### config.mk
export PLATFORM = sky130hd
export DESIGN_NAME = dual_adc_channel_scan_sequencer_flat
export DESIGN_NICKNAME = d
export VERILOG_FILES = /design/src/rtl/dacs_pkg.sv /design/src/rtl/dacs_if.sv /design/src/rtl/dacs_lane.sv /design/src/rtl/dacs_rsp_queue.sv /design/src/rtl/dual_adc_channel_scan_sequencer.sv /design/src/flat_wrapper.sv
export VERILOG_INCLUDE_DIRS = /design/src /design/src/rtl
export SDC_FILE = /design/constraint.sdc
export NUM_CORES = 1
export LEC_CHECK = 0
export BUFFER_PORTS_ARGS = -buffer_cell sky130_fd_sc_hd__buf_4
export CAP_MARGIN = 40
export CORE_ASPECT_RATIO = 0.6
export CORE_MARGIN = 3
export CORE_UTILIZATION = 35
export CTS_BUF_LIST = sky130_fd_sc_hd__clkbuf_16
export CTS_CLUSTER_SIZE = 10
export DETAILED_ROUTE_END_ITERATION = 10
export PLACE_DENSITY = 0.64
export RECOVER_POWER = 100
export SYNTH_ARGS = -nofsm -noshare
export SYNTH_HDL_FRONTEND = slang
export SYNTH_SLANG_ARGS = --single-unit
### constraint.sdc
create_clock -name clock -period 9.5 [get_ports clock]
set_input_delay 0.95 -clock clock [delete_from_list [all_inputs] [get_ports clock]]
set_output_delay 0.95 -clock clock [all_outputs]
set_load 0.1 [all_outputs]
### src/rtl/assert_macros.svh
// Assertion macros shared by the RTL of the scan sequencer.
// No dependencies; included by files that carry concurrent checks.
`ifndef ASSERT_MACROS_SVH
`define ASSERT_MACROS_SVH
`ifndef SYNTHESIS
// Same-cycle implication under a synchronous reset.
`define ASSERT_IMPLY(lbl, clk, rst, ante, cons) \
   lbl: assert property (@(posedge clk) disable iff (rst) (ante) |-> (cons)) \
      else $error("%m: implication check failed");
// Next-cycle implication under a synchronous reset.
`define ASSERT_NEXT(lbl, clk, rst, ante, cons) \
   lbl: assert property (@(posedge clk) disable iff (rst) (ante) |=> (cons)) \
      else $error("%m: next-cycle check failed");
`else
`define ASSERT_IMPLY(lbl, clk, rst, ante, cons)
`define ASSERT_NEXT(lbl, clk, rst, ante, cons)
`endif
`endif

### src/rtl/dacs_pkg.sv
// Package for the dual converter scan sequencer: widths, register codes, types.
// No dependencies; used by the interfaces and all modules.
`timescale 1ns / 1ps
package dacs_pkg;

   localparam int DEFAULT_PAIRS = 4;

   localparam int NOW_W      = 32;
   localparam int SAMPLE_W   = 24;
   localparam int CHAN_W     = 3;
   localparam int PAIR_W     = 2;
   localparam int MASK_W     = 8;
   localparam int ERR_W      = 8;
   localparam int RESTART_W  = 16;
   localparam int INTERVAL_W = 16;
   localparam int CSR_IDX_W  = 3;
   localparam int CSR_DATA_W = 16;

   localparam logic [MASK_W-1:0]     MASK_RESET   = 8'hFF;
   localparam logic [INTERVAL_W-1:0] RETRY_RESET  = 16'd1000;
   localparam logic [ERR_W-1:0]      LIMIT_RESET  = 8'd3;
   localparam logic [ERR_W-1:0]      ERR_MAX      = 8'hFF;
   localparam logic [RESTART_W-1:0]  RESTART_MAX  = 16'hFFFF;

   typedef enum logic [CSR_IDX_W-1:0] {
      REG_CHANNEL_MASK   = 3'd0,
      REG_ENABLE_FIRST   = 3'd1,
      REG_ENABLE_SECOND  = 3'd2,
      REG_RETRY_INTERVAL = 3'd3,
      REG_ERROR_LIMIT    = 3'd4
   } csr_reg_type;

   // What one converter lane reports for the current poll.
   typedef struct packed {
      logic              accessed;
      logic              fail_hit;
      logic              emit;
      logic [PAIR_W-1:0] next_pair;
      logic [CHAN_W-1:0] channel;
      logic              home_ok;
      logic [PAIR_W-1:0] home_pair;
   } lane_out_type;

   // All results caused by one poll, held until the output side takes them.
   typedef struct packed {
      logic [1:0]                n_samp;
      logic [CHAN_W-1:0]         chan0;
      logic signed [SAMPLE_W-1:0] val0;
      logic [CHAN_W-1:0]         chan1;
      logic signed [SAMPLE_W-1:0] val1;
      logic                      running;
      logic [ERR_W-1:0]          fail_streak;
      logic [RESTART_W-1:0]      restarts;
   } poll_rec_type;

endpackage

### src/rtl/dacs_if.sv
// Valid/ready channel interfaces: poll request, result, register write.
// Depends on dacs_pkg for field widths.
`timescale 1ns / 1ps
interface dacs_req_if;
   import dacs_pkg::*;
   logic                       valid;
   logic                       ready;
   logic [NOW_W-1:0]           now_ms;
   logic                       ready_first;
   logic                       ready_second;
   logic                       fail_first;
   logic                       fail_second;
   logic signed [SAMPLE_W-1:0] sample_first;
   logic signed [SAMPLE_W-1:0] sample_second;
   logic                       start_ok;

   modport source (output valid, now_ms, ready_first, ready_second, fail_first,
                   fail_second, sample_first, sample_second, start_ok,
                   input ready);
   modport sink (input valid, now_ms, ready_first, ready_second, fail_first,
                 fail_second, sample_first, sample_second, start_ok,
                 output ready);
endinterface

interface dacs_rsp_if;
   import dacs_pkg::*;
   logic                       valid;
   logic                       ready;
   logic                       sample_valid;
   logic [CHAN_W-1:0]          chan_tag;
   logic signed [SAMPLE_W-1:0] sample_value;
   logic                       is_running;
   logic [ERR_W-1:0]           fail_streak;
   logic [RESTART_W-1:0]       restarts_done;
   logic                       last_of_poll;

   modport source (output valid, sample_valid, chan_tag, sample_value,
                   is_running, fail_streak, restarts_done, last_of_poll,
                   input ready);
   modport sink (input valid, sample_valid, chan_tag, sample_value,
                 is_running, fail_streak, restarts_done, last_of_poll,
                 output ready);
endinterface

interface dacs_csr_if;
   import dacs_pkg::*;
   logic                  valid;
   logic                  ready;
   logic [CSR_IDX_W-1:0]  index;
   logic [CSR_DATA_W-1:0] data;

   modport source (output valid, index, data, input ready);
   modport sink (input valid, index, data, output ready);
endinterface

### src/rtl/dacs_lane.sv
// One converter lane: checks the current pair, decides sample/fail, finds the
// next enabled pair and the home pair. Depends on dacs_pkg.
`timescale 1ns / 1ps
module dacs_lane #(
   parameter int PAIRS_PER_CONVERTER = dacs_pkg::DEFAULT_PAIRS
) (
   input  logic                         present,
   input  logic [dacs_pkg::MASK_W-1:0]  mask,
   input  logic [dacs_pkg::CHAN_W-1:0]  base,
   input  logic [dacs_pkg::PAIR_W-1:0]  cur_pair,
   input  logic                         conv_ready,
   input  logic                         conv_fail,
   output dacs_pkg::lane_out_type       lane_out
);
   import dacs_pkg::*;

   localparam logic [CHAN_W:0] PAIRS_N = (CHAN_W+1)'(PAIRS_PER_CONVERTER);

   // Pair is inside the converter and its logical channel bit is set.
   function automatic logic pair_on(input logic [PAIR_W-1:0] pair);
      logic [CHAN_W:0] bit_idx;
      bit_idx = {1'b0, base} + {{(CHAN_W+1-PAIR_W){1'b0}}, pair};
      return ({{(CHAN_W+1-PAIR_W){1'b0}}, pair} < PAIRS_N) && (bit_idx <= 4'd7)
             && mask[bit_idx[CHAN_W-1:0]];
   endfunction

   // Round robin search from start; lowest offset wins.
   function automatic logic [PAIR_W:0] seek(input logic [PAIR_W-1:0] start);
      logic              found;
      logic [PAIR_W-1:0] hit;
      logic [CHAN_W:0]   sum;
      logic [PAIR_W-1:0] cand;
      found = 1'b0;
      hit   = '0;
      for (int off = 0; off < PAIRS_PER_CONVERTER; off++) begin
         sum  = {{(CHAN_W+1-PAIR_W){1'b0}}, start} + (CHAN_W+1)'(off);
         cand = (sum >= PAIRS_N) ? PAIR_W'(sum - PAIRS_N) : sum[PAIR_W-1:0];
         if (!found && pair_on(cand)) begin
            found = 1'b1;
            hit   = cand;
         end
      end
      return {found, hit};
   endfunction

   logic [CHAN_W:0]   step_sum;
   logic [PAIR_W-1:0] step_start;
   logic [PAIR_W:0]   next_seek;
   logic [PAIR_W:0]   home_seek;
   logic              accessed;

   // Next start pair wraps at the converter's pair count.
   assign step_sum   = {{(CHAN_W+1-PAIR_W){1'b0}}, cur_pair} + 4'd1;
   assign step_start = (step_sum >= PAIRS_N) ? '0 : step_sum[PAIR_W-1:0];
   assign next_seek  = seek(step_start);
   assign home_seek  = seek('0);
   assign accessed   = present && pair_on(cur_pair);

   always_comb begin
      lane_out.accessed  = accessed;
      lane_out.fail_hit  = accessed && conv_fail;
      lane_out.emit      = accessed && !conv_fail && conv_ready && next_seek[PAIR_W];
      lane_out.next_pair = next_seek[PAIR_W-1:0];
      lane_out.channel   = base + {{(CHAN_W-PAIR_W){1'b0}}, cur_pair};
      lane_out.home_ok   = present && home_seek[PAIR_W];
      lane_out.home_pair = home_seek[PAIR_W-1:0];
   end

endmodule

### src/rtl/dacs_rsp_queue.sv
// Two-poll result buffer: stores the results of one poll per slot, plays
// them out one transaction per cycle while ready. Uses dacs_pkg, dacs_if.
`timescale 1ns / 1ps
module dacs_rsp_queue (
   input  logic                   clock,
   input  logic                   reset,
   input  logic                   push,
   input  dacs_pkg::poll_rec_type push_rec,
   output logic                   full,
   dacs_rsp_if.source             rsp_ch
);
   import dacs_pkg::*;

   poll_rec_type rec_ff [2];
   poll_rec_type rec_in [2];
   logic       wr_ptr_ff, wr_ptr_in;
   logic       rd_ptr_ff, rd_ptr_in;
   logic [1:0] count_ff, count_in;
   logic       sub_ff, sub_in;

   poll_rec_type head;
   logic         has_smp;
   logic         last;
   logic         pop_rsp;
   logic         pop_rec;

   assign head    = rec_ff[rd_ptr_ff];
   assign full    = (count_ff == 2'd2);
   assign has_smp = ({1'b0, sub_ff} < head.n_samp);
   assign last    = (head.n_samp <= 2'd1) || sub_ff;
   assign pop_rsp = rsp_ch.valid && rsp_ch.ready;
   assign pop_rec = pop_rsp && last;

   // Drive the current transaction from the head slot.
   always_comb begin
      rsp_ch.valid         = (count_ff != 2'd0);
      rsp_ch.sample_valid  = has_smp;
      rsp_ch.chan_tag      = !has_smp ? '0 : (sub_ff ? head.chan1 : head.chan0);
      rsp_ch.sample_value  = !has_smp ? '0 : (sub_ff ? head.val1 : head.val0);
      rsp_ch.is_running    = head.running;
      rsp_ch.fail_streak   = head.fail_streak;
      rsp_ch.restarts_done = head.restarts;
      rsp_ch.last_of_poll  = last;
   end

   // Advance pointers and the sub-result index.
   always_comb begin
      rec_in    = rec_ff;
      wr_ptr_in = wr_ptr_ff;
      rd_ptr_in = rd_ptr_ff;
      sub_in    = sub_ff;
      count_in  = count_ff;
      if (push) begin
         rec_in[wr_ptr_ff] = push_rec;
         wr_ptr_in = !wr_ptr_ff;
      end
      if (pop_rsp) begin
         sub_in = !last;
      end
      if (pop_rec) begin
         rd_ptr_in = !rd_ptr_ff;
      end
      count_in = count_ff + {1'b0, push} - {1'b0, pop_rec};
   end

   always_ff @(posedge clock) begin
      rec_ff <= rec_in;
      if (reset) begin
         wr_ptr_ff <= 1'b0;
         rd_ptr_ff <= 1'b0;
         count_ff  <= 2'd0;
         sub_ff    <= 1'b0;
      end else begin
         wr_ptr_ff <= wr_ptr_in;
         rd_ptr_ff <= rd_ptr_in;
         count_ff  <= count_in;
         sub_ff    <= sub_in;
      end
   end

endmodule

### src/rtl/dual_adc_channel_scan_sequencer.sv
// Top level of the dual converter scan sequencer: register file, two lanes,
// merge of lane results into shared state, result buffer.
// Depends on dacs_pkg, dacs_if, dacs_lane, dacs_rsp_queue, assert_macros.svh.
//
//  Channel  Dir  Carries                                 Transaction when
//  req_ch   in   poll time, ready/fail/sample x2, start  valid && ready
//  rsp_ch   out  sample, channel, status, last marker    valid && ready
//  csr_ch   in   register index and write data           valid && ready
//
// A poll is evaluated in the cycle it is accepted; its results are buffered
// and leave on rsp_ch one transaction per cycle while rsp_ch.ready is high.
// A poll that captures two samples takes two result transactions, so the
// result port sets the sustained poll rate. A two-poll buffer absorbs rsp_ch
// stalls; req_ch.ready drops when it is full or a register write is offered.
// Synchronous reset loads register defaults and scan state; no clearing pass.
`timescale 1ns / 1ps
`include "assert_macros.svh"
module dual_adc_channel_scan_sequencer #(
   parameter int PAIRS_PER_CONVERTER = dacs_pkg::DEFAULT_PAIRS
) (
   input  logic        clock,
   input  logic        reset,
   dacs_req_if.sink    req_ch,
   dacs_rsp_if.source  rsp_ch,
   dacs_csr_if.sink    csr_ch
);
   import dacs_pkg::*;

   localparam logic [CHAN_W-1:0] PAIR_BASE = CHAN_W'(PAIRS_PER_CONVERTER);

   // Configuration registers.
   logic [MASK_W-1:0]     mask_ff, mask_in;
   logic                  en_first_ff, en_first_in;
   logic                  en_second_ff, en_second_in;
   logic [INTERVAL_W-1:0] interval_ff, interval_in;
   logic [ERR_W-1:0]      limit_ff, limit_in;

   // Scan state.
   logic                  running_ff, running_in;
   logic                  due_ff, due_in;
   logic [NOW_W-1:0]      last_ff, last_in;
   logic [ERR_W-1:0]      err_ff, err_in;
   logic [RESTART_W-1:0]  restart_ff, restart_in;
   logic [PAIR_W-1:0]     pair0_ff, pair0_in;
   logic [PAIR_W-1:0]     pair1_ff, pair1_in;

   logic          csr_fire;
   logic          req_fire;
   logic          mask_wr;
   logic          q_full;
   logic          retry_now;
   logic          any_fail;
   logic          emit0;
   logic          emit1;
   logic [ERR_W-1:0] err_sat;
   logic [MASK_W-1:0] lane_mask;
   logic [CHAN_W-1:0] base1;
   lane_out_type  lane0;
   lane_out_type  lane1;
   poll_rec_type  rec;

   assign csr_ch.ready = 1'b1;
   assign req_ch.ready = !q_full && !csr_ch.valid;
   assign csr_fire     = csr_ch.valid && csr_ch.ready;
   assign req_fire     = req_ch.valid && req_ch.ready;
   assign mask_wr      = csr_fire && (csr_ch.index == REG_CHANNEL_MASK);

   // Lanes see the new mask during a mask write so they can re-home.
   assign lane_mask = mask_wr ? csr_ch.data[MASK_W-1:0] : mask_ff;
   assign base1     = en_first_ff ? PAIR_BASE : '0;

   dacs_lane #(.PAIRS_PER_CONVERTER(PAIRS_PER_CONVERTER)) u_lane0 (
      .present    (en_first_ff),
      .mask       (lane_mask),
      .base       ('0),
      .cur_pair   (pair0_ff),
      .conv_ready (req_ch.ready_first),
      .conv_fail  (req_ch.fail_first),
      .lane_out   (lane0)
   );

   dacs_lane #(.PAIRS_PER_CONVERTER(PAIRS_PER_CONVERTER)) u_lane1 (
      .present    (en_second_ff),
      .mask       (lane_mask),
      .base       (base1),
      .cur_pair   (pair1_ff),
      .conv_ready (req_ch.ready_second),
      .conv_fail  (req_ch.fail_second),
      .lane_out   (lane1)
   );

   // Merge lane findings.
   assign emit0     = running_ff && lane0.emit;
   assign emit1     = running_ff && lane1.emit;
   assign any_fail  = lane0.fail_hit || lane1.fail_hit;
   assign err_sat   = (err_ff == ERR_MAX) ? ERR_MAX : err_ff + 8'd1;
   assign retry_now = due_ff || ((req_ch.now_ms - last_ff) >= {16'd0, interval_ff});

   // Next state for register writes and polls.
   always_comb begin
      mask_in      = mask_ff;
      en_first_in  = en_first_ff;
      en_second_in = en_second_ff;
      interval_in  = interval_ff;
      limit_in     = limit_ff;
      running_in   = running_ff;
      due_in       = due_ff;
      last_in      = last_ff;
      err_in       = err_ff;
      restart_in   = restart_ff;
      pair0_in     = pair0_ff;
      pair1_in     = pair1_ff;
      if (csr_fire) begin
         case (csr_ch.index)
            REG_CHANNEL_MASK: begin
               mask_in = csr_ch.data[MASK_W-1:0];
               if (lane0.home_ok) pair0_in = lane0.home_pair;
               if (lane1.home_ok) pair1_in = lane1.home_pair;
            end
            REG_ENABLE_FIRST:   en_first_in  = csr_ch.data[0];
            REG_ENABLE_SECOND:  en_second_in = csr_ch.data[0];
            REG_RETRY_INTERVAL: interval_in  = csr_ch.data[INTERVAL_W-1:0];
            REG_ERROR_LIMIT:    limit_in     = csr_ch.data[ERR_W-1:0];
            default: ;
         endcase
      end else if (req_fire) begin
         if (!running_ff) begin
            // Stopped: attempt a restart when due.
            if (retry_now) begin
               err_in = '0;
               due_in = 1'b0;
               if (req_ch.start_ok) begin
                  running_in = 1'b1;
                  if (lane0.home_ok) pair0_in = lane0.home_pair;
                  if (lane1.home_ok) pair1_in = lane1.home_pair;
                  if (restart_ff != RESTART_MAX) restart_in = restart_ff + 16'd1;
               end else begin
                  last_in = req_ch.now_ms;
               end
            end
         end else begin
            // Running: advance lanes that captured, count failures.
            if (emit0) pair0_in = lane0.next_pair;
            if (emit1) pair1_in = lane1.next_pair;
            if (any_fail) begin
               err_in = err_sat;
               if (err_sat >= limit_ff) begin
                  running_in = 1'b0;
                  due_in     = 1'b1;
               end
            end else begin
               err_in = '0;
            end
         end
      end
   end

   // Pack the poll's results for the buffer.
   always_comb begin
      rec.n_samp      = {1'b0, emit0} + {1'b0, emit1};
      rec.chan0       = emit0 ? lane0.channel : lane1.channel;
      rec.val0        = emit0 ? req_ch.sample_first : req_ch.sample_second;
      rec.chan1       = lane1.channel;
      rec.val1        = req_ch.sample_second;
      rec.running     = running_in;
      rec.fail_streak = err_in;
      rec.restarts    = restart_in;
   end

   dacs_rsp_queue u_rsp_queue (
      .clock    (clock),
      .reset    (reset),
      .push     (req_fire),
      .push_rec (rec),
      .full     (q_full),
      .rsp_ch   (rsp_ch)
   );

   always_ff @(posedge clock) begin
      if (reset) begin
         mask_ff      <= MASK_RESET;
         en_first_ff  <= 1'b1;
         en_second_ff <= 1'b1;
         interval_ff  <= RETRY_RESET;
         limit_ff     <= LIMIT_RESET;
         running_ff   <= 1'b0;
         due_ff       <= 1'b1;
         last_ff      <= '0;
         err_ff       <= '0;
         restart_ff   <= '0;
         pair0_ff     <= '0;
         pair1_ff     <= '0;
      end else begin
         mask_ff      <= mask_in;
         en_first_ff  <= en_first_in;
         en_second_ff <= en_second_in;
         interval_ff  <= interval_in;
         limit_ff     <= limit_in;
         running_ff   <= running_in;
         due_ff       <= due_in;
         last_ff      <= last_in;
         err_ff       <= err_in;
         restart_ff   <= restart_in;
         pair0_ff     <= pair0_in;
         pair1_ff     <= pair1_in;
      end
   end

   // A stopped poll with no retry due leaves the failure count alone.
   `ASSERT_NEXT(a_err_hold, clock, reset, req_fire && !running_ff && !retry_now, $stable(err_ff))
   // Scanning only starts on a poll that was accepted with start_ok.
   `ASSERT_IMPLY(a_start_cause, clock, reset, $rose(running_ff), $past(req_fire && req_ch.start_ok))
   // The restart count moves only when scanning starts.
   `ASSERT_IMPLY(a_restart_rise, clock, reset, restart_ff != $past(restart_ff), $rose(running_ff))

endmodule

### src/flat_wrapper.sv
// flat-port wrapper written by rule: the top's interface ports become plain ports
module dual_adc_channel_scan_sequencer_flat import dacs_pkg::*;
#(
   parameter int PAIRS_PER_CONVERTER = dacs_pkg::DEFAULT_PAIRS
)
  (clock, reset, req_ch_valid, req_ch_now_ms, req_ch_ready_first, req_ch_ready_second, req_ch_fail_first, req_ch_fail_second, req_ch_sample_first, req_ch_sample_second, req_ch_start_ok, req_ch_ready, rsp_ch_valid, rsp_ch_sample_valid, rsp_ch_chan_tag, rsp_ch_sample_value, rsp_ch_is_running, rsp_ch_fail_streak, rsp_ch_restarts_done, rsp_ch_last_of_poll, rsp_ch_ready, csr_ch_valid, csr_ch_index, csr_ch_data, csr_ch_ready);
  dacs_req_if req_ch_i ();
  dacs_rsp_if rsp_ch_i ();
  dacs_csr_if csr_ch_i ();
  input  logic clock;
  input  logic reset;
  input wire logic [$bits(req_ch_i.valid)-1:0] req_ch_valid;
  input wire logic [$bits(req_ch_i.now_ms)-1:0] req_ch_now_ms;
  input wire logic [$bits(req_ch_i.ready_first)-1:0] req_ch_ready_first;
  input wire logic [$bits(req_ch_i.ready_second)-1:0] req_ch_ready_second;
  input wire logic [$bits(req_ch_i.fail_first)-1:0] req_ch_fail_first;
  input wire logic [$bits(req_ch_i.fail_second)-1:0] req_ch_fail_second;
  input wire logic [$bits(req_ch_i.sample_first)-1:0] req_ch_sample_first;
  input wire logic [$bits(req_ch_i.sample_second)-1:0] req_ch_sample_second;
  input wire logic [$bits(req_ch_i.start_ok)-1:0] req_ch_start_ok;
  output wire logic [$bits(req_ch_i.ready)-1:0] req_ch_ready;
  output wire logic [$bits(rsp_ch_i.valid)-1:0] rsp_ch_valid;
  output wire logic [$bits(rsp_ch_i.sample_valid)-1:0] rsp_ch_sample_valid;
  output wire logic [$bits(rsp_ch_i.chan_tag)-1:0] rsp_ch_chan_tag;
  output wire logic [$bits(rsp_ch_i.sample_value)-1:0] rsp_ch_sample_value;
  output wire logic [$bits(rsp_ch_i.is_running)-1:0] rsp_ch_is_running;
  output wire logic [$bits(rsp_ch_i.fail_streak)-1:0] rsp_ch_fail_streak;
  output wire logic [$bits(rsp_ch_i.restarts_done)-1:0] rsp_ch_restarts_done;
  output wire logic [$bits(rsp_ch_i.last_of_poll)-1:0] rsp_ch_last_of_poll;
  input wire logic [$bits(rsp_ch_i.ready)-1:0] rsp_ch_ready;
  input wire logic [$bits(csr_ch_i.valid)-1:0] csr_ch_valid;
  input wire logic [$bits(csr_ch_i.index)-1:0] csr_ch_index;
  input wire logic [$bits(csr_ch_i.data)-1:0] csr_ch_data;
  output wire logic [$bits(csr_ch_i.ready)-1:0] csr_ch_ready;
  assign req_ch_i.valid = req_ch_valid;
  assign req_ch_i.now_ms = req_ch_now_ms;
  assign req_ch_i.ready_first = req_ch_ready_first;
  assign req_ch_i.ready_second = req_ch_ready_second;
  assign req_ch_i.fail_first = req_ch_fail_first;
  assign req_ch_i.fail_second = req_ch_fail_second;
  assign req_ch_i.sample_first = req_ch_sample_first;
  assign req_ch_i.sample_second = req_ch_sample_second;
  assign req_ch_i.start_ok = req_ch_start_ok;
  assign req_ch_ready = req_ch_i.ready;
  assign rsp_ch_valid = rsp_ch_i.valid;
  assign rsp_ch_sample_valid = rsp_ch_i.sample_valid;
  assign rsp_ch_chan_tag = rsp_ch_i.chan_tag;
  assign rsp_ch_sample_value = rsp_ch_i.sample_value;
  assign rsp_ch_is_running = rsp_ch_i.is_running;
  assign rsp_ch_fail_streak = rsp_ch_i.fail_streak;
  assign rsp_ch_restarts_done = rsp_ch_i.restarts_done;
  assign rsp_ch_last_of_poll = rsp_ch_i.last_of_poll;
  assign rsp_ch_i.ready = rsp_ch_ready;
  assign csr_ch_i.valid = csr_ch_valid;
  assign csr_ch_i.index = csr_ch_index;
  assign csr_ch_i.data = csr_ch_data;
  assign csr_ch_ready = csr_ch_i.ready;
  dual_adc_channel_scan_sequencer #(.PAIRS_PER_CONVERTER(PAIRS_PER_CONVERTER)) u_core (.clock(clock), .reset(reset), .req_ch(req_ch_i), .rsp_ch(rsp_ch_i), .csr_ch(csr_ch_i));
endmodule
==> impl_metrics.py, run 1 <==
metrics = {
    "setup_path": {
        "cp.arrival_ns": 6.07,
        "crit_fanout": 31,
        "crit_path_start_kind": "register",
        "path_class": "reg -> out",
        "cp.required_ns": 8.55,
        "end_kind": "output pin",
    },
    "synth": {
        "yosysMostFrequentCell": "edfxtp_1",
        "synth-main-ff-cell": "edfxtp_1",
        "yosys.area.top_type_share": 0.338,
        "syn_nets": 1524,
        "synth_area_per_cell_um2": 10.7,
        "synth_common_cells": "162 x edfxtp_1, 119 x nand2_1, 104 x a21oi_1",
        "synth_top_area_cell": "edfxtp_1",
        "yosys_warnings": 0,
        "netlist_area_mm2": 0.0144,
        "syn_inst": 1352,
        "yosys.cell_types.count": 80,
        "ys_ff_latch": 263,
        "async_reset_ff_frac": 0,
        "seq_area_frac_synth": 0.478,
        "synth_edf_count": 162,
        "yosys-top-cells-area": "edfxtp_1 34%, dfxtp_1 14%, ha_1 5.4%",
    },
    "cts": {
        "cts.sinks": 263,
        "clk_latency_ns": 0.57,
        "cts_buffer_depth": 3,
        "cts_buffers": 31,
        "cts_max_level": 1,
        "clkTransAtPathRegs_ns": 0.05,
        "holdBufCountCts": 0,
        "post_cts_resized": 0,
        "cts_tree": "yes",
        "cts_root_buf": "clkbuf_16",
        "cts_setup_buffers": 0,
    },
    "timing": {
        "worst_clock_skew_ns": 0.0189,
        "tightest_slew_ns": 3.14,
        "slew_violations": 344,
        "rsz0062_at_grt": "no",
        "hold_viol": 0,
        "setup-violations-final": 0,
        "fin_tns_setup_ns": 0,
        "slew_headroom": -1.09,
        "fin_crit_ns": 7.02,
        "timing.fmax_ghz": 0.142,
        "finalCritPeriodShare": 0.739,
    },
    "final_layout": {
        "drive_gt1_frac": 0.155,
        "final_cells": 2036,
        "layout.nets": 1662,
        "insertedDiodeCount": 0,
        "final_area_mm2": 0.0167,
        "syn_to_final_growth_pct": 16.1,
    },
    "placed_design": {
        "port_buffers": 164,
        "routabilityCongestion": 0.920,
        "hpwlAfterDp_um": 27600,
        "dp_cells": 1979,
        "placed_cell_area_mm2": 0.0162,
    },
    "die": {
        "die_h_um": 163,
        "coreArea_mm2": 0.0398,
        "die_x_um": 268,
        "start_util": 0.362,
        "ios": 166,
        "rows": 56,
        "die_area_mm2": 0.0437,
    },
    "power_and_ir_drop": {
        "finalPower_mw": 3.44,
        "powerDensity_mw_per_mm2": 206,
        "p_leak_nw": 6.20,
        "ir_drop_uv": 148,
    },
    "worst_hold_path": {
        "hp-class": "reg -> reg",
    },
    "routing": {
        "first_pass_iters": 5,
        "route.antenna.remaining_nets": 0,
        "drt_wl_total_um": 38400,
        "post_drt_wl_per_cell_um": 18.8,
        "drc": 0,
        "drt_iter0_markers": 844,
        "num_vias": 10945,
        "via_per_inst": 5.38,
    },
    "global_routing": {
        "grt_pass1_vias": 10540,
        "grt_remaining_overflow": 0,
        "grt_max_degree": 72,
        "grtUsageTotal": 0.172,
        "grt_first_pass_wirelength_um": 59700,
        "antenna_found_initial": 0,
    },
    "run_status": {
        "violations": "max-capacitance violations, max-slew violations",
        "outcome": "finished with violations",
    },
    "flow_run": {
        "cap_viol_max_count": 9,
    },
}
-- where the power goes --
part / leakage, nW / internal [mW] / total, mW / switching [mW]
Clock: 0.523 / 0.600 / 1.06 / 0.462
Combinational: 3.35 / 0.289 / 1.06 / 0.771
Sequential: 2.33 / 1.29 / 1.32 / 0.0362
Total: 6.20 / 2.17 / 3.44 / 1.27
-- logic make-up (layout without fill, tap and decap cells) --
family,Yosys count,after routing,share of synthesized area
buffers and inverters,157,319,0.0436
xor gates and xnor gates,36,36,0.0219
adders and majority gates,63,63,0.0552
and+or+nand+nor,418,418,0.148
other,1,1,0.000260
DFF,263,263,0.478
AOI/OAI and AO/OA,292,292,0.132
muxes,122,122,0.121
-- flip-flops by register name (all words and copies together) (netlist names), 2 cells and up --
signal and count:
u_core.interval_ff 16, u_core.mask_ff 8, u_core.pair1_ff 2, u_core.err_ff 8
u_core.pair0_ff 2, u_core.u_rsp_queue.count_ff 2, u_core.u_rsp_queue.rec_ff 162, u_core.restart_ff 16
u_core.last_ff 32, u_core.limit_ff 8
-- routing by layer --
metal	part of all wire	routed length, um	GRT usage	up-vias
met4	0.014	533	0.0312	0
met5	0	0	0	-
li1	-	-	-	5235
met3	0.060	2290	0.0294	44
met2	0.43	16500	0.256	281
met1	0.50	19100	0.263	5385
-- worst max-delay path: stages (launching register included) --
cell	delay, ns
dfxtp_1	1.53
clkbuf_1	1.58
mux2i_1	0.40
o21a_1	0.26
clkbuf_1	1.06
nor2b_1	0.10
clkbuf_1	0.56
-- worst paths after layout --
path / from / to / slack, ns / depth (start not counted)
min: u_core.limit_ff[6] / u_core.limit_ff[6] / 0.46 / 2
max: u_core.u_rsp_queue.rd_ptr_ff / rsp_ch_sample_value[5] / 2.48 / 6
min reg2reg: u_core.limit_ff[6] / u_core.limit_ff[6] / 0.46 / 2
max reg2reg: u_core.last_ff[0] / u_core.restart_ff[5] / 2.82 / 18
-- metrics by stage --
stage / util / hold WS, ns / setup WS (ns)
finish: 0.420 / 0.457 / 2.48
global route: 0.420 / 0.478 / 1.82
CTS: 0.430 / 0.455 / 3.95
detailed placement: 0.407 / 0.447 / 3.37
global placement: 0.404 / 0.444 / 3.19
floorplan: - / 0.436 / 2.32
-- layout make-up --
| type | count | area [um^2] |
|---|---|---|
| Timing Repair Buffer | 183 | 1190 |
| Clock buffer | 32 | 801 |
| Multi-Input combinational cell | 932 | 6800 |
| Inverter | 79 | 297 |
| Sequential cell | 263 | 6890 |
| Fill cell | 3890 | 23100 |
| Tap cell | 522 | 653 |
| Clock inverter | 25 | 101 |
-- cells in the final DEF, fill, tap and decap left out, types with 40 or more instances in the layout --
cell type,n
edfxtp_1,162
buf_4,127
nand2_1,119
a21oi_1,104
dfxtp_1,101
inv_1,100
nor2_1,69
nor2b_1,62
nand3_1,62
ha_1,62
o21ai_0,56
clkbuf_1,54
mux2_1,40
Power figures use the tool's default switching activity.
==> inputs of run 2 (changes only) <==
- PLACE_DENSITY: 0.64 -> 0.66
- clock period: 9.5 -> 5.7 ns (I/O delays scaled with it)
==> impl_metrics.py, run 2 (same netlist as run 1, synthesis figures left out) <==
metrics = {
    "run_status": {
        "outcome": "finished with violations",
        "violations": "max-capacitance violations, max-slew violations",
    },
    "routing": {
        "wl_met1_um": 17700,
        "route.antenna.remaining_nets": 0,
        "drt_iter0_markers": 941,
        "post_drt_wl_per_cell_um": 18.3,
        "wl_met3_um": 2800,
        "top_layer": "met4",
        "first_pass_iters": 7,
        "drt_wl_total_um": 37200,
        "via_per_inst": 5.40,
        "num_vias": 10991,
        "routed-wl-met2_um": 16200,
        "drc": 0,
    },
    "power_and_ir_drop": {
        "combPwrFrac": 0.311,
        "p_int_mw": 3.60,
        "power_frac_seq": 0.387,
        "p_leak_nw": 6.22,
        "ir_drop_uv": 176,
        "clkPwrFrac": 0.302,
        "finalPower_mw": 5.69,
        "switching_share": 0.367,
        "switching_power_mw": 2.09,
        "powerDensity_mw_per_mm2": 339,
    },
    "timing": {
        "slew_violations": 311,
        "timing.fmax_ghz": 0.193,
        "setup-violations-final": 0,
        "rsz0062_at_grt": "no",
        "slew_headroom": -1.02,
        "finalCritPeriodShare": 0.910,
        "hold_viol": 0,
        "tightest_slew_ns": 3.03,
        "layout_setup_ws_ns": 0.512,
        "fin_crit_ns": 5.19,
        "worst_clock_skew_ns": 0.0161,
    },
    "die": {
        "ios": 166,
        "start_util": 0.362,
        "die_h_um": 163,
        "coreArea_mm2": 0.0398,
        "die_area_mm2": 0.0437,
        "rows": 56,
        "die_x_um": 268,
    },
    "cts": {
        "cts_tree": "yes",
        "cts.sinks": 263,
        "cts_buffers": 31,
        "post_cts_resized": 0,
        "clk_latency_ns": 0.56,
        "cts_setup_buffers": 0,
        "cts_root_buf": "clkbuf_16",
        "holdBufCountCts": 0,
        "clkTransAtPathRegs_ns": 0.06,
        "cts_max_level": 1,
        "cts_buffer_depth": 3,
    },
    "final_layout": {
        "fillers": 3800,
        "drive_gt1_frac": 0.165,
        "multi_input_comb_area_mm2": 0.00682,
        "top_regs": "u_core.u_rsp_queue.rec_ff: 162 flops, u_core.last_ff: 32 flops",
        "largest_register": "u_core.u_rsp_queue.rec_ff",
        "layout_common_cells": "162 x edfxtp_1, 129 x buf_4, 119 x nand2_1",
        "syn_to_final_growth_pct": 16.3,
        "seqCellArea_mm2": 0.00689,
        "layout.nets": 1660,
        "largest_reg_flops": 162,
        "insertedDiodeCount": 0,
        "layout_commonest_cell": "edfxtp_1",
    },
    "global_routing": {
        "grt_first_pass_wirelength_um": 57700,
        "antenna_found_initial": 0,
        "grt_remaining_overflow": 0,
        "grtUsageTotal": 0.165,
        "grt_max_degree": 71,
        "grt_pass1_vias": 10540,
    },
    "flow_run": {
        "cap_viol_max_count": 7,
    },
    "setup_path": {
        "end_kind": "register",
        "crit_path_start_kind": "register",
        "worst-path-stages": 18,
        "path_class": "reg -> reg",
        "cp_slowest_cell": "a2111oi_2",
        "rr_worst_depth": 18,
        "cp_num_buf_inv": 1,
        "crit_fanout": 7,
        "cp.arrival_ns": 5.45,
        "cp.required_ns": 5.96,
        "crit_family": "compound AO/OA/AOI/OAI gates",
        "slowest_delay_ns": 0.59,
        "crit_chain": "ha_1 -> fa_1 -> nor2b_1 -> o2111ai_1 -> a2111oi_2 -> nor2_1 -> nand2_1 -> xor2_1 -> ha_1 -> nor2b_1 -> o21ai_0 -> o21ai_0 -> or4_1 -> a211oi_1 -> and4b_1 -> nand3_1 -> buf_4 -> o311ai_0",
    },
    "placed_design": {
        "pre_cts_slack_ns": 0.289,
        "port_buffers": 164,
        "hpwlAfterDp_um": 26600,
        "routabilityCongestion": 0.951,
    },
    "worst_hold_path": {
        "hp-class": "in -> reg",
        "hold_path_depth": 1,
    },
}
[run 2: area by class of cell]
class	count	area share
Sequential cell	263	0.411
Clock buffer	31	0.0463
Multi-Input combinational cell	932	0.407
Clock inverter	26	0.00620
Tap cell	522	0.0390
Inverter	79	0.0177
Timing Repair Buffer	181	0.0727
[run 2: path summary, 6_finish.rpt]
check | from | endpoint | slack, ns
setup / recovery | u_core.last_ff[0] | u_core.u_rsp_queue.rec_ff[21] | 0.51
hold / removal | req_ch_sample_second[8] | u_core.u_rsp_queue.rec_ff[114] | 0.24
setup reg to reg | u_core.last_ff[0] | u_core.u_rsp_queue.rec_ff[21] | 0.51
hold reg to reg | u_core.interval_ff[10] | u_core.interval_ff[10] | 0.46
[run 2: stage by stage]
stage	util	hold slack [ns]	area, um^2	setup TNS, ns	cells
final	0.421	0.241	16800	0	2034
after CTS	0.429	0.171	17100	0	2034
after floorplan	-	0.436	14400	-178.98	1352
after detailed placement	0.407	0.452	16200	0	1977
after global routing	0.421	0.240	16800	0	2034
after global placement	0.405	0.447	16100	0	1972
[run 2: power groups by stage]
stage,sequential [mW],combinational [mW],clock [mW]
after floorplan,2.21,1.40,0
after global placement,2.27,1.77,0
after detailed placement,2.24,1.82,0
after CTS,2.20,1.83,1.78
after global routing,2.21,1.86,1.84
final,2.20,1.77,1.72
[run 2: layer usage]
| metal | GRT usage | up-vias |
|---|---|---|
| met5 | 0 | - |
| li1 | - | 5232 |
| met1 | 0.242 | 5357 |
| met3 | 0.0360 | 44 |
| met2 | 0.254 | 358 |
| met4 | 0.0262 | 0 |
==> inputs of run 3 (changes only) <==
- ABC_AREA: unset -> 1
==> impl_metrics.py, run 3 <==
metrics = {
    "timing": {
        "hold_viol": 0,
        "finalCritPeriodShare": 0.824,
        "setup-violations-final": 0,
        "timing.fmax_ghz": 0.213,
        "hold_slack_ns": 0.221,
        "slew_headroom": -0.799,
        "rsz0062_at_grt": "no",
        "layout_setup_ws_ns": 1.00,
        "worst_clock_skew_ns": 0.00940,
        "slew_violations": 274,
        "tightest_slew_ns": 2.70,
        "fin_crit_ns": 4.70,
    },
    "synth": {
        "netlist_area_mm2": 0.0148,
        "synth_common_cells": "571 x nand2_1, 276 x inv_1, 187 x nor2_1",
        "synth_area_per_cell_um2": 7.76,
        "ys_ff_latch": 263,
        "yosys.cell_types.count": 51,
        "syn_inst": 1908,
        "yosys_warnings": 0,
        "yosysMostFrequentCell": "nand2_1",
        "syn_nets": 2080,
        "yosys-top-cells-area": "edfxtp_1 33%, nand2_1 14%, dfxtp_1 14%",
        "synth_edf_count": 162,
        "synth-main-ff-cell": "edfxtp_1",
        "async_reset_ff_frac": 0,
        "synth_top_area_cell": "edfxtp_1",
        "seq_area_frac_synth": 0.465,
        "yosys.area.top_type_share": 0.329,
    },
    "worst_hold_path": {
        "hold_end": "u_core.u_rsp_queue.rec_ff[38]",
        "hold_start": "req_ch_sample_second[13]",
        "hp-class": "in -> reg",
        "hold_path_depth": 1,
    },
    "placed_design": {
        "placed_cell_area_mm2": 0.0166,
        "hpwlAfterDp_um": 30800,
        "port_buffers": 164,
        "routabilityCongestion": 0.953,
        "pre_cts_slack_ns": 1.23,
    },
    "cts": {
        "clk_latency_ns": 0.57,
        "cts_max_level": 1,
        "holdBufCountCts": 0,
        "cts.sinks": 263,
        "cts_tree": "yes",
        "cts_buffers": 31,
        "clkTransAtPathRegs_ns": 0.06,
        "cts_root_buf": "clkbuf_16",
        "cts_setup_buffers": 0,
        "cts_buffer_depth": 3,
        "post_cts_resized": 0,
    },
    "setup_path": {
        "crit-reg2reg-capture": "u_core.last_ff[5]",
        "cp.required_ns": 5.13,
        "crit_path_start_kind": "register",
        "r2r_slack_ns": 1.13,
        "reg2reg_from": "u_core.last_ff[7]",
        "crit_fanout": 53,
        "crit_top_cell": "clkbuf_1",
        "slowest_delay_ns": 1.09,
        "cp.arrival_ns": 4.13,
        "cp_slowest_cell": "clkbuf_1",
        "crit_chain": "clkbuf_1 -> buf_16 -> nor2_1 -> o31ai_4 -> buf_4 -> nand2_1 -> inv_1 -> clkbuf_1",
        "rr_worst_depth": 25,
        "path_class": "reg -> out",
        "end_kind": "output pin",
    },
    "final_layout": {
        "top_regs": "u_core.u_rsp_queue.rec_ff: 162 flops, u_core.last_ff: 32 flops",
        "largest_register": "u_core.u_rsp_queue.rec_ff",
        "final_area_mm2": 0.0171,
        "layout.nets": 2232,
        "drive_gt1_frac": 0.0879,
        "syn_to_final_growth_pct": 15.7,
        "largest_reg_flops": 162,
        "layout_commonest_cell": "nand2_1",
        "layout_common_cells": "576 x nand2_1, 298 x inv_1, 190 x nor2_1",
    },
    "power_and_ir_drop": {
        "powerDensity_mw_per_mm2": 340,
        "ir_drop_uv": 235,
        "p_leak_nw": 7.75,
    },
    "die": {
        "rows": 57,
        "die_h_um": 165,
        "coreArea_mm2": 0.0411,
        "die_x_um": 272,
        "start_util": 0.360,
        "die_area_mm2": 0.0449,
        "ios": 166,
    },
    "routing": {
        "drt_iter0_markers": 1059,
        "drt_wl_total_um": 41800,
        "first_pass_iters": 5,
        "post_drt_wl_per_cell_um": 15.8,
        "num_vias": 12982,
        "route.antenna.remaining_nets": 0,
        "drc": 0,
        "via_per_inst": 4.91,
    },
    "global_routing": {
        "grt_max_degree": 63,
        "grtUsageTotal": 0.177,
        "grt_pass1_vias": 11702,
        "grt_first_pass_wirelength_um": 63500,
        "antenna_found_initial": 4,
        "grt_remaining_overflow": 0,
    },
    "flow_run": {
        "cap_viol_max_count": 7,
    },
    "run_status": {
        "violations": "max-capacitance violations, max-slew violations",
        "outcome": "finished with violations",
    },
}
-- run 3: cell types whose count changed in the layout (fill, tap and decap cells not counted), sizes merged, moves of 26 or more --
cell / previous run / this run
buf: 132 / 88
clkbuf: 80 / 118
inv: 102 / 307
mux2: 66 / 0
mux4: 34 / 0
nand2: 119 / 582
nor2: 69 / 193
nor2b: 62 / 0
o21ai: 61 / 132
o32ai: 1 / 27
-- run 3: cell type report --
class / instances / area (um^2)
fillers: 4255 / 24000
flip-flops and latches: 263 / 6890
multi-input cells: 1302 / 6540
inverters: 287 / 1080
repair buffers: 175 / 1030
clock buffers: 31 / 776
well taps: 560 / 701
clock inverters: 25 / 105
diodes: 3 / 7.51
-- run 3: power by group --
part	internal, mW	switching, mW
clock	0.971	0.763
combinational	0.382	1.54
sequential	2.13	0.0389
-- run 3: through the flow --
step           cells  power, mW  setup TNS (ns)  utilization
2_1_floorplan   1908       3.73         -157.82            -
3_3_place_gp    2585       4.19               0        0.403
3_5_place_dp    2587       4.23               0        0.405
4_1_cts         2643       5.98               0        0.426
5_1_grt         2646       6.10               0        0.417
6_report        2646       5.82               0        0.417
-- run 3: logic make-up (layout without fill, tap and decap cells) --
group / after synthesis / after routing / share of synthesized area
adders and majority gates: 63 / 63 / 0.0538
AOI/OAI and AO/OA: 302 / 302 / 0.122
and+or+nand+nor: 914 / 914 / 0.254
xor gates and xnor gates: 21 / 21 / 0.0124
muxes: 1 / 1 / 0.000676
DFF: 263 / 263 / 0.465
other: 1 / 4 / 0.000253
buffers and inverters: 343 / 518 / 0.0908
-- run 3: per-layer routing --
layer,share of wire,vias to the layer above,wire length [um],GRT usage
li1,-,6508,-,-
met1,0.50,6033,20800,0.270
met2,0.42,376,17500,0.261
met3,0.062,63,2580,0.0227
met4,0.024,2,1020,0.0502
met5,0.00048,-,20,0
-- run 3: worst max-delay path by stage --
stage	start	endpoint
floorplan	csr_ch_valid	u_core.u_rsp_queue.rec_ff[100]
global placement	req_ch_now_ms[0]	u_core.last_ff[2]
finish	u_core.u_rsp_queue.rd_ptr_ff	rsp_ch_chan_tag[2]
global route	u_core.last_ff[6]	u_core.last_ff[3]
CTS	u_core.last_ff[3]	u_core.last_ff[2]
detailed placement	req_ch_now_ms[0]	u_core.last_ff[1]
-- run 3: critical path: cells and delay by family, from the launching register on --
kind                   cells  cell delay (ns)
AO/OA/AOI/OAI              1             0.21
buffers and inverters      5             2.80
flip-flops                 1             0.33
AND/OR/NAND/NOR            2             0.21
